$ cat src/sv/hdt_pkg.sv
// Package for the hysteresis dwell trigger: widths, payload structs,
// configuration register codes. No dependencies.
package hdt_pkg;

  localparam int TIME_WIDTH   = 32;
  localparam int SAMPLE_WIDTH = 32;
  localparam int CFG_IDX_W    = 8;
  localparam int CFG_DATA_W   = (TIME_WIDTH > SAMPLE_WIDTH) ? TIME_WIDTH : SAMPLE_WIDTH;

  typedef enum logic [CFG_IDX_W-1:0] {
    REG_OFF_DWELL      = CFG_IDX_W'(0),
    REG_ON_DWELL       = CFG_IDX_W'(1),
    REG_LOW_THRESHOLD  = CFG_IDX_W'(2),
    REG_HIGH_THRESHOLD = CFG_IDX_W'(3)
  } cfg_reg_t;

  typedef struct packed {
    logic        [TIME_WIDTH-1:0]   time_now;
    logic signed [SAMPLE_WIDTH-1:0] sample;
  } in_item_t;

  typedef struct packed {
    logic                  level;
    logic [TIME_WIDTH-1:0] dwell_count;
  } out_item_t;

  typedef struct packed {
    logic        [TIME_WIDTH-1:0]   off_dwell;
    logic        [TIME_WIDTH-1:0]   on_dwell;
    logic signed [SAMPLE_WIDTH-1:0] low_threshold;
    logic signed [SAMPLE_WIDTH-1:0] high_threshold;
  } cfg_regs_t;

endpackage

$ cat src/sv/hysteresis_dwell_trigger.sv
// Hysteresis dwell trigger top level. Depends on hdt_pkg and hdt_step.
// Each request passes the input register, then the result register, before
// out_valid rises. One request per cycle while the result side does not stall;
// the level/timer update is a combinational compare, subtract and saturating
// add.
// Reset (synchronous, rst_n low): level high, timer and last timestamp 0,
// all configuration registers 0, both pipeline stages empty.
module hysteresis_dwell_trigger (
  input  logic                                 clk,
  input  logic                                 rst_n,
  input  logic                                 in_valid,
  output logic                                 in_ready,
  input  hdt_pkg::in_item_t                    in_data,
  output logic                                 out_valid,
  input  logic                                 out_ready,
  output hdt_pkg::out_item_t                   out_data,
  input  logic                                 cfg_valid,
  output logic                                 cfg_ready,
  input  logic [hdt_pkg::CFG_IDX_W-1:0]        cfg_index,
  input  logic [hdt_pkg::CFG_DATA_W-1:0]       cfg_data
);
  import hdt_pkg::*;

  cfg_regs_t cfg_r;
  in_item_t  s1_data_r;
  logic      s1_valid_r;
  out_item_t out_data_r;
  logic      out_valid_r;
  out_item_t step_res;
  logic      s1_adv;

  assign cfg_ready = 1'b1;

  always_ff @(posedge clk) begin
    if (!rst_n) begin
      cfg_r <= '0;
    end else if (cfg_valid) begin
      case (cfg_index)
        REG_OFF_DWELL:      cfg_r.off_dwell      <= cfg_data[TIME_WIDTH-1:0];
        REG_ON_DWELL:       cfg_r.on_dwell       <= cfg_data[TIME_WIDTH-1:0];
        REG_LOW_THRESHOLD:  cfg_r.low_threshold  <= cfg_data[SAMPLE_WIDTH-1:0];
        REG_HIGH_THRESHOLD: cfg_r.high_threshold <= cfg_data[SAMPLE_WIDTH-1:0];
        default: ;
      endcase
    end
  end

  assign s1_adv   = s1_valid_r && (!out_valid_r || out_ready);
  assign in_ready = !s1_valid_r || s1_adv;

  always_ff @(posedge clk) begin
    if (!rst_n) begin
      s1_valid_r <= 1'b0;
    end else if (in_ready) begin
      s1_valid_r <= in_valid;
    end
  end

  always_ff @(posedge clk) begin
    if (in_valid && in_ready) begin
      s1_data_r <= in_data;
    end
  end

  hdt_step u_step (
    .clk   (clk),
    .rst_n (rst_n),
    .en    (s1_adv),
    .item  (s1_data_r),
    .cfg   (cfg_r),
    .res   (step_res)
  );

  always_ff @(posedge clk) begin
    if (!rst_n) begin
      out_valid_r <= 1'b0;
    end else if (s1_adv) begin
      out_valid_r <= 1'b1;
    end else if (out_ready) begin
      out_valid_r <= 1'b0;
    end
  end

  always_ff @(posedge clk) begin
    if (s1_adv) begin
      out_data_r <= step_res;
    end
  end

  assign out_valid = out_valid_r;
  assign out_data  = out_data_r;

  a_s1_fills: assert property (@(posedge clk) disable iff (!rst_n)
    in_valid && in_ready |=> s1_valid_r)
    else $error("accepted request lost at input register");

  a_s1_holds: assert property (@(posedge clk) disable iff (!rst_n)
    s1_valid_r && !s1_adv |=> s1_valid_r && $stable(s1_data_r))
    else $error("stalled input register changed");

  a_adv_gives_result: assert property (@(posedge clk) disable iff (!rst_n)
    s1_adv |=> out_valid_r && (out_data_r == $past(step_res)))
    else $error("result register missed an update");

  a_no_overwrite: assert property (@(posedge clk) disable iff (!rst_n)
    out_valid_r && !out_ready |-> !s1_adv)
    else $error("pending result overwritten");

endmodule

$ cat src/sv/hdt_step.sv
// Trigger state (level, dwell timer, last timestamp) and its registered update.
// Depends on hdt_pkg.
module hdt_step (
  input  logic              clk,
  input  logic              rst_n,
  input  logic              en,
  input  hdt_pkg::in_item_t  item,
  input  hdt_pkg::cfg_regs_t cfg,
  output hdt_pkg::out_item_t res
);
  import hdt_pkg::*;

  logic                  level_r, level_nxt;
  logic [TIME_WIDTH-1:0] timer_r, timer_nxt;
  logic [TIME_WIDTH-1:0] last_r;

  logic [TIME_WIDTH-1:0] delta;
  logic [TIME_WIDTH:0]   sum;
  logic [TIME_WIDTH-1:0] added;
  logic                  qualify;
  logic [TIME_WIDTH-1:0] dwell;

  always_comb begin
    // backwards steps add nothing
    delta = (item.time_now >= last_r) ? (item.time_now - last_r) : '0;
    sum   = {1'b0, timer_r} + {1'b0, delta};
    added = sum[TIME_WIDTH] ? '1 : sum[TIME_WIDTH-1:0];

    if (!level_r) begin
      qualify = (item.sample >= cfg.high_threshold);
      dwell   = cfg.on_dwell;
    end else begin
      qualify = (item.sample <= cfg.low_threshold);
      dwell   = cfg.off_dwell;
    end

    level_nxt = level_r;
    timer_nxt = '0;
    if (qualify) begin
      if (timer_r > dwell) begin
        // flip; timer carried into the new state
        level_nxt = ~level_r;
        timer_nxt = timer_r;
      end else begin
        timer_nxt = added;
      end
    end
  end

  assign res.level       = level_nxt;
  assign res.dwell_count = timer_nxt;

  always_ff @(posedge clk) begin
    if (!rst_n) begin
      level_r <= 1'b1;
      timer_r <= '0;
      last_r  <= '0;
    end else if (en) begin
      level_r <= level_nxt;
      timer_r <= timer_nxt;
      last_r  <= item.time_now;
    end
  end

  a_hold_when_idle: assert property (@(posedge clk) disable iff (!rst_n)
    !en |=> $stable(level_r) && $stable(timer_r) && $stable(last_r))
    else $error("trigger state moved without a request");

  a_flip_keeps_timer: assert property (@(posedge clk) disable iff (!rst_n)
    en && (level_nxt != level_r) |=> $stable(timer_r))
    else $error("timer changed on a level transition");

  a_clear_when_unqualified: assert property (@(posedge clk) disable iff (!rst_n)
    en && !qualify |=> timer_r == '0)
    else $error("timer not cleared by an unqualified sample");

endmodule

$ cat config.mk
export PLATFORM = sky130hd
export DESIGN_NAME = hysteresis_dwell_trigger
export DESIGN_NICKNAME = d
export VERILOG_FILES = /design/src/sv/hdt_pkg.sv /design/src/sv/hysteresis_dwell_trigger.sv /design/src/sv/hdt_step.sv
export SDC_FILE = /design/constraint.sdc
export NUM_CORES = 1
export LEC_CHECK = 0
export BUFFER_PORTS_ARGS = -buffer_cell sky130_fd_sc_hd__buf_2
export CORE_MARGIN = 3
export CORE_UTILIZATION = 30
export CTS_CLUSTER_SIZE = 12
export DETAILED_ROUTE_END_ITERATION = 7
export SLEW_MARGIN = 20
export SYNTH_ARGS = -nofsm -noshare
export SYNTH_HDL_FRONTEND = slang
export SYNTH_SLANG_ARGS = --single-unit
$ cat constraint.sdc
create_clock -name clk -period 6.1 [get_ports clk]
set_input_delay 0.915 -clock clk [delete_from_list [all_inputs] [get_ports clk]]
set_output_delay 0.915 -clock clk [all_outputs]
set_load 0.05 [all_outputs]
# After elaboration in Yosys (flattened, before gate mapping)
# Index checks and enable logic that the tools add are counted.
[totals]
input_bits = 109
regBits = 292
word_cells = 45
[op_classes]
add_sub_neg = 2
order_cmp = 4
n_reduce_logical = 12
eq_ne = 3
bitwise_logic = 1
muxes = 10
[op_table]
columns = ["op", "n"]
rows = [
  ["$mux 32", 5],
  ["$ge 32x32->1", 2],
  ["$add 32x32->33", 1],
  ["$gt 32x32->1", 1],
  ["$le 32x32->1", 1],
  ["$sub 32x32->32", 1],
  ["$eq 8x2->1 const B", 2],
  ["$eq 8x1->1 const B", 1],
  ["$logic_not 8->1", 1],
  ["$reduce_and 2->1", 4],
  ["$mux 1", 5],
  ["$logic_and 1x1->1", 2],
  ["$logic_not 1->1", 2],
  ["$logic_or 1x1->1", 2],
  ["$reduce_bool 2->1", 1],
  ["$not 1->1", 1],
]

# Logic depth before layout (Yosys ltp)
[logic_depth]
ltp_word = 6
ltp_mapped = 26

# Cells and area by module
# From an unflattened synthesis, not the netlist that was laid out.
[unflattened]
hier_cells = 1695
hier_area_um2 = 16873.7
[by_module_without_submodules]
columns = ["module", "n_inst", "cells_per_inst", "seq_area_each_um2", "area_per_inst_um2"]
rows = [
  ["hdt_step", 1, 1133, 1301.2, 9069.9],
  ["hysteresis_dwell_trigger", 1, 562, 5515.3, 7803.7],
]

# Worst setup path after synthesis
# Ideal clock, no wire load.
[synth_path]
path_type = "register -> register"
from = "reg s1_data_r[32] (netlist name)"
to = "reg u_step.timer_r[26]"
path_stages_with_launch = 26
n_path_buf = 2
setup_slack_ns = 0.470
arrival_time_ns = 5.511
cell_sequence = "edfxtp_1 inv_1 ha_1 inv_1 fa_1 a21oi_2 o21ai_1 or3_1 a311o_1 a221o_2 a21oi_2 o21ai_1 a21oi_2 buf_4 nor2_1 ha_1 fa_1 a21o_1 a31oi_1 nor4_1 o21a_1 o21ai_0 a31o_2 nand4_1 clkbuf_1 o221a_2"
[synth_via]
elab_chain_cells = 6
[synth_rtl]
columns = ["element", "line", "rtl"]
rows = [
  ["start, declared", "hysteresis_dwell_trigger.sv:25", "in_item_t s1_data_r;"],
  ["start signal, assigned", "hysteresis_dwell_trigger.sv:61", "s1_data_r <= in_data;"],
  ["$sub 32x32->32 or $ge 32x32->1 (tied branches)", "hdt_step.sv:25", "delta = (item.time_now >= last_r) ? (item.time_now - last_r) : '0;"],
  ["$mux 32 *", "hdt_step.sv:25", ""],
  ["$add 32x32->33 *", "hdt_step.sv:26", "sum = {1'b0, timer_r} + {1'b0, delta};"],
  ["$mux 32 *", "hdt_step.sv:27", "added = sum[TIME_WIDTH] ? '1 : sum[TIME_WIDTH-1:0];"],
  ["$mux 32 *", "hdt_step.sv:40", "if (timer_r > dwell) begin"],
  ["$mux 32 *", "hdt_step.sv:39", "if (qualify) begin"],
  ["end signal, assigned", "hdt_step.sv:60", "timer_r <= timer_nxt;"],
  ["end, declared", "hdt_step.sv:14", "logic [TIME_WIDTH-1:0] timer_r, timer_nxt;"],
]
# Every way passes the cells marked *; elsewhere a longest branch is shown, timed or not.
# A chain may end at the register's enable or synchronous reset.

==> results summary <==
The flow ran to the end, and the final reports show no timing, DRC or antenna violations. The number of max-slew violations in the final report came to 0. For this run, the total global-route usage over all layers was measured as 0.1623.

The die span in x came out at 240.6 um. Timing would allow up to 170.6 MHz. The sequential share of the synthesized area came out at 0.4129. The worst register-to-register path ends at out_data[27]$_DFFE_PP_.

The cell area after placement came out at 18000 um^2. The number of global-route vias before repair came out at 13370. Adding up every negative setup slack in the final design gives 0 ps. The DRC marker count from the first detailed-route iteration is 966.

In this design, the largest share of critical-path delay is due to compound AO/OA/AOI/OAI gates. The ratio of cells with drive above 1 in the final layout is 0.1595. The number of I/O port buffers is 143. Counting every sink on the clock net gives 292.

The via count came out at 13530. The share of async-settable or async-resettable flops after synthesis is 0. The final number of hold-violating endpoints came out at 0. The effective utilization at floorplan came out at 0.3050. The average cell area after synthesis came out at 9.032 um^2. In this run, post-CTS hold repair placed 0 buffers. The insertion delay to the later sink of the worst-skew pair came out at 560 ps. The smallest hold slack is 461.7 ps. The cell occurring most often along the worst timing path is sky130_fd_sc_hd__inv_1. The final critical-path share of the clock period came out at 0.9611. The core area came out at 54130 um^2.

The maximum clock path buffer count is 3. The clock-pin slew on the worst setup and hold paths came out at 60 ps. The number of primary I/O pins came out at 145. Ranked by total cell area, the synthesized netlist is headed by sky130_fd_sc_hd__dfxtp_1, sky130_fd_sc_hd__edfxtp_1, sky130_fd_sc_hd__ha_1. The min-delay analysis places its worst path in the category reg2reg. The synthesized netlist net count came out at 2099. The worst reg-to-reg path cell count is 22. The total power divided by cell area is 423.8 nW/um^2. Of the total synthesized cell area, the portion taken by full adders, half adders and majority gates is 0.1237. TritonCTS built the clock tree.

For this run, design rule violations remaining after detail routing come to 0. The number of nets in the layout is 2231. In the routed layout, each cell is associated on average with a via count of 5.041. The placement-stage worst setup slack came out at 87.66 ps. The post-synthesis register bit count is 292. The H-tree was split into 2 levels. The final cell count without fillers is 2684. The area enclosed by the die boundary is 57880 um^2.

The number of antenna violations at the first check in global routing came out at 1. The final antenna diode count is 0. The CTS buffer count came out at 36. In this run the worst path has a maximum fanout of 5. After synthesis, the largest family of logic cells by area is compound AO/OA/AOI/OAI gates. The final worst slack came out at 237.6 ps. STA classifies the critical path startpoint as a flip-flop. The pin count of the biggest net entering global routing is 86. The first global-routing pass estimated 73760 um of wire.

The number of iterations in the first detailed-routing pass came out at 5. The number of placed instances, taps included came out at 2614. The fraction of the mapped netlist area in compound gates came to 0.2130. The tree is rooted in a sky130_fd_sc_hd__clkbuf_16.

The count of nets left with antenna violations once routing finished came out at 0. The placer congestion estimate came out at 0.9119. The commonest register cell after synthesis is sky130_fd_sc_hd__dfxtp_1. Walking the worst path, the cells encountered are inv_1 -> ha_2 -> inv_1 -> fa_2 -> a21oi_2 -> o21ai_1 -> or3_1 -> a311o_1 -> a221o_2 -> buf_4 -> a211o_1 -> o211ai_4 -> or3b_4 -> a41oi_2 -> ha_1 -> nand2_1 -> or4_4 -> o211a_1 -> or3_4 -> o41ai_4 -> xnor2_1 -> o221a_2. Synthesis handed over a netlist of 1828 instances. The placed wire-length estimate after detailed placement came out at 35740 um. The worst slew margin relative to its limit came out at 0.4529.

The synthesis-to-layout area growth is 16.65%. In the final routed layout, each cell accounts on average for 17.54 um. The post-detailed-routing wire length came out at 47090 um. The number of setup violations in the final report came out at 0. In this run the worst setup path begins at s1_data_r[32]$_DFFE_PP_.

The max-capacitance violation count is 0. In this run the core area contains 85 standard-cell rows. The clock skew after layout came out at 28.37 ps.

Summed over all layers, the global routing overflow is 0. The area of the mapped netlist came out at 16510 um^2. The largest individual stage delay along the critical path comes from the cell sky130_fd_sc_hd__or4_4.

The cell area after layout is 19260 um^2. The portion of synthesized cell area occupied by the leading cell type came out at 0.2365. The data arrival time of the critical path came out at 6150 ps. The share of the synthesized netlist area taken by xor and xnor gates is 0.02759. The critical path required time came out at 6390 ps. Counting flops with a built-in enable in the synthesized netlist gives 97. Of the total synthesized cell area, the portion taken by AND, OR, NAND and NOR gates is 0.1554. The multiplexer fraction of the synthesized cell area is 0.01948.

Setup repair after global routing left no endpoint under its margin. The worst ir drop on vdd came out at 0.2860 mV. The delay of the slowest critical-path stage is 520 ps. The end point of the critical path is out_data[27]$_DFFE_PP_.

The number of buffers and inverters on the critical path is 3. The analysis attributes to cell leakage a power of 7.458 nW. Counting distinct cell types in the post-synthesis netlist gives 72. The post-synthesis cell type with the largest combined area is sky130_fd_sc_hd__dfxtp_1. For flop-to-flop paths, the worst setup slack is 240 ps. By startpoint and endpoint, the worst setup path is classified as reg2reg.

The critical path runs through a total of 22 cells. The die outline height came out at 240.6 um. The final critical delay including setup and external delays came out at 5862 ps.

Yosys printed 0 warnings. The worst register-to-register path begins at s1_data_r[32]$_DFFE_PP_. The type of destination of the critical path is a flip-flop.

The pin slew with the least headroom to its limit came out at 820.5 ps.
routing by layer:
| metal | global-route usage | routed length [um] |
|---|---|---|
| met2 | 0.2752 | 22360 |
| met5 | 0 | 0 |
| met3 | 0.02651 | 2173 |
| met4 | 0.05246 | 1351 |
| met1 | 0.2114 | 21200 |
where the power goes:
group / internal, mW / total, mW / switching (mW)
Clock: 1.21 / 2.08 / 0.873
Sequential: 2.36 / 2.60 / 0.243
Combinational: 1.36 / 3.48 / 2.13
Total: 4.92 / 8.16 / 3.24
worst min-delay path, delay by kind of cell, from the launching register on:
kind | cells | cell delay [ps]
flip-flops | 1 | 300
AO/OA/AOI/OAI | 1 | 60
AND/OR/NAND/NOR | 1 | 40
final cells by class:
cell class	instances	area [um^2]
clock buffers	47	992.2
clock inverters	19	163.9
fillers	5480	34870
inverters	118	442.9
multi-input cells	1333	8975
flip-flops and latches	292	6818
well taps	696	870.8
repair buffers	179	996.0
kinds of logic (layout without fill, tap and decap cells):
kind of cell             Yosys count  after routing
AO/OA/AOI/OAI                    486            486
XOR/XNOR                          52             52
adder cells (fa/ha/maj)          162            162
buffers and inverters            203            363
flip-flops                       292            292
multiplexers                      32             32
other                              1              1
AND/OR/NAND/NOR                  600            600
flip-flops by register name (all words and copies together), names as in the netlist:
| signal | count |
|---|---|
| cfg_r | 128 |
| out_data | 33 |
| out_valid | 1 |
| s1_data_r | 64 |
| s1_valid_r | 1 |
| u_step.last_r | 32 |
| u_step.level_r | 1 |
| u_step.timer_r | 32 |
metrics by stage:
| stage | power, mW | utilization |
|---|---|---|
| 6_report | 8.162 | 0.3558 |
| 2_1_floorplan | 5.024 | - |
| 3_3_place_gp | 6.002 | 0.3325 |
| 5_1_grt | 8.669 | 0.3558 |
| 4_1_cts | 8.160 | 0.3539 |
| 3_5_place_dp | 6.044 | 0.3325 |
what timing repair did:
item | 4_1_cts | 5_1_grt
endpoints found under the setup margin | 0 | 64
setup buffers | 0 | 4
gates resized for setup | 0 | 16
synthesized netlist by cell type (3+ instances only):
cell and n:
sky130_fd_sc_hd__and3_1 4, sky130_fd_sc_hd__or2_2 4, sky130_fd_sc_hd__a211o_1 6, sky130_fd_sc_hd__clkbuf_1 65, sky130_fd_sc_hd__xor2_1 18, sky130_fd_sc_hd__or4_1 4, sky130_fd_sc_hd__a221oi_1 5, sky130_fd_sc_hd__a2111oi_0 3
sky130_fd_sc_hd__and4_1 5, sky130_fd_sc_hd__a21oi_2 4, sky130_fd_sc_hd__o221a_2 43, sky130_fd_sc_hd__nor2_1 91, sky130_fd_sc_hd__xnor2_1 34, sky130_fd_sc_hd__o21a_1 12, sky130_fd_sc_hd__or3_1 4, sky130_fd_sc_hd__nor3_1 19
sky130_fd_sc_hd__nor2b_1 12, sky130_fd_sc_hd__o21bai_1 10, sky130_fd_sc_hd__and2_1 5, sky130_fd_sc_hd__a31oi_1 11, sky130_fd_sc_hd__buf_4 5, sky130_fd_sc_hd__a21oi_1 92, sky130_fd_sc_hd__a21o_1 30, sky130_fd_sc_hd__nand4_1 28
sky130_fd_sc_hd__buf_2 7, sky130_fd_sc_hd__nand2b_1 8, sky130_fd_sc_hd__o22ai_1 17, sky130_fd_sc_hd__o41ai_1 3, sky130_fd_sc_hd__a211oi_1 10, sky130_fd_sc_hd__o21ai_0 47, sky130_fd_sc_hd__edfxtp_1 97, sky130_fd_sc_hd__o211ai_1 7
sky130_fd_sc_hd__nor4_1 6, sky130_fd_sc_hd__dfxtp_1 195, sky130_fd_sc_hd__a31o_2 3, sky130_fd_sc_hd__ha_1 160, sky130_fd_sc_hd__nand3_1 23, sky130_fd_sc_hd__inv_1 118, sky130_fd_sc_hd__buf_1 8, sky130_fd_sc_hd__a21boi_0 160
sky130_fd_sc_hd__nand2_1 378, sky130_fd_sc_hd__mux2i_1 31
cells in the final DEF (no fill, tap or decap), types with 7 or more instances in the layout:
cell                        Yosys  final
sky130_fd_sc_hd__dfxtp_1      195    194
sky130_fd_sc_hd__o211ai_1       7      7
sky130_fd_sc_hd__nand3_1       23     23
sky130_fd_sc_hd__o21a_1        12     12
sky130_fd_sc_hd__inv_1        118    117
sky130_fd_sc_hd__nand2_1      378    378
sky130_fd_sc_hd__xnor2_1       34     34
sky130_fd_sc_hd__nor3_1        19     19
sky130_fd_sc_hd__o221a_2       43     43
sky130_fd_sc_hd__a21o_1        30     30
sky130_fd_sc_hd__edfxtp_1      97     97
sky130_fd_sc_hd__a211oi_1      10     10
sky130_fd_sc_hd__a31oi_1       11     10
sky130_fd_sc_hd__a21boi_0     160    160
sky130_fd_sc_hd__nand2b_1       8      8
sky130_fd_sc_hd__buf_4          5     35
sky130_fd_sc_hd__a21oi_1       92     92
sky130_fd_sc_hd__clkinv_2       0      8
sky130_fd_sc_hd__nor2_1        91     90
sky130_fd_sc_hd__mux2i_1       31     31
sky130_fd_sc_hd__xor2_1        18     18
sky130_fd_sc_hd__ha_1         160    159
sky130_fd_sc_hd__o22ai_1       17     17
sky130_fd_sc_hd__o21bai_1      10     10
sky130_fd_sc_hd__buf_2          7    142
sky130_fd_sc_hd__nor2b_1       12     11
sky130_fd_sc_hd__clkbuf_16      0     36
sky130_fd_sc_hd__o21ai_0       47     45
sky130_fd_sc_hd__nand4_1       28     28
worst min-delay path by stage:
stage	from	cells past startpoint	slack [ps]	endpoint
6_report	u_step.last_r[10]$_SDFFE_PN0P_	2	460	u_step.last_r[10]$_SDFFE_PN0P_
5_1_grt	cfg_r[116]$_SDFFE_PN0P_	2	480	cfg_r[116]$_SDFFE_PN0P_
4_1_cts	cfg_r[85]$_SDFFE_PN0P_	2	470	cfg_r[85]$_SDFFE_PN0P_
3_5_place_dp	cfg_r[85]$_SDFFE_PN0P_	2	460	cfg_r[85]$_SDFFE_PN0P_
3_3_place_gp	cfg_r[95]$_SDFFE_PN0P_	2	450	cfg_r[95]$_SDFFE_PN0P_
2_1_floorplan	cfg_r[96]$_SDFFE_PN0P_	2	440	cfg_r[96]$_SDFFE_PN0P_
No activity file was read; power rests on OpenSTA's default activity.
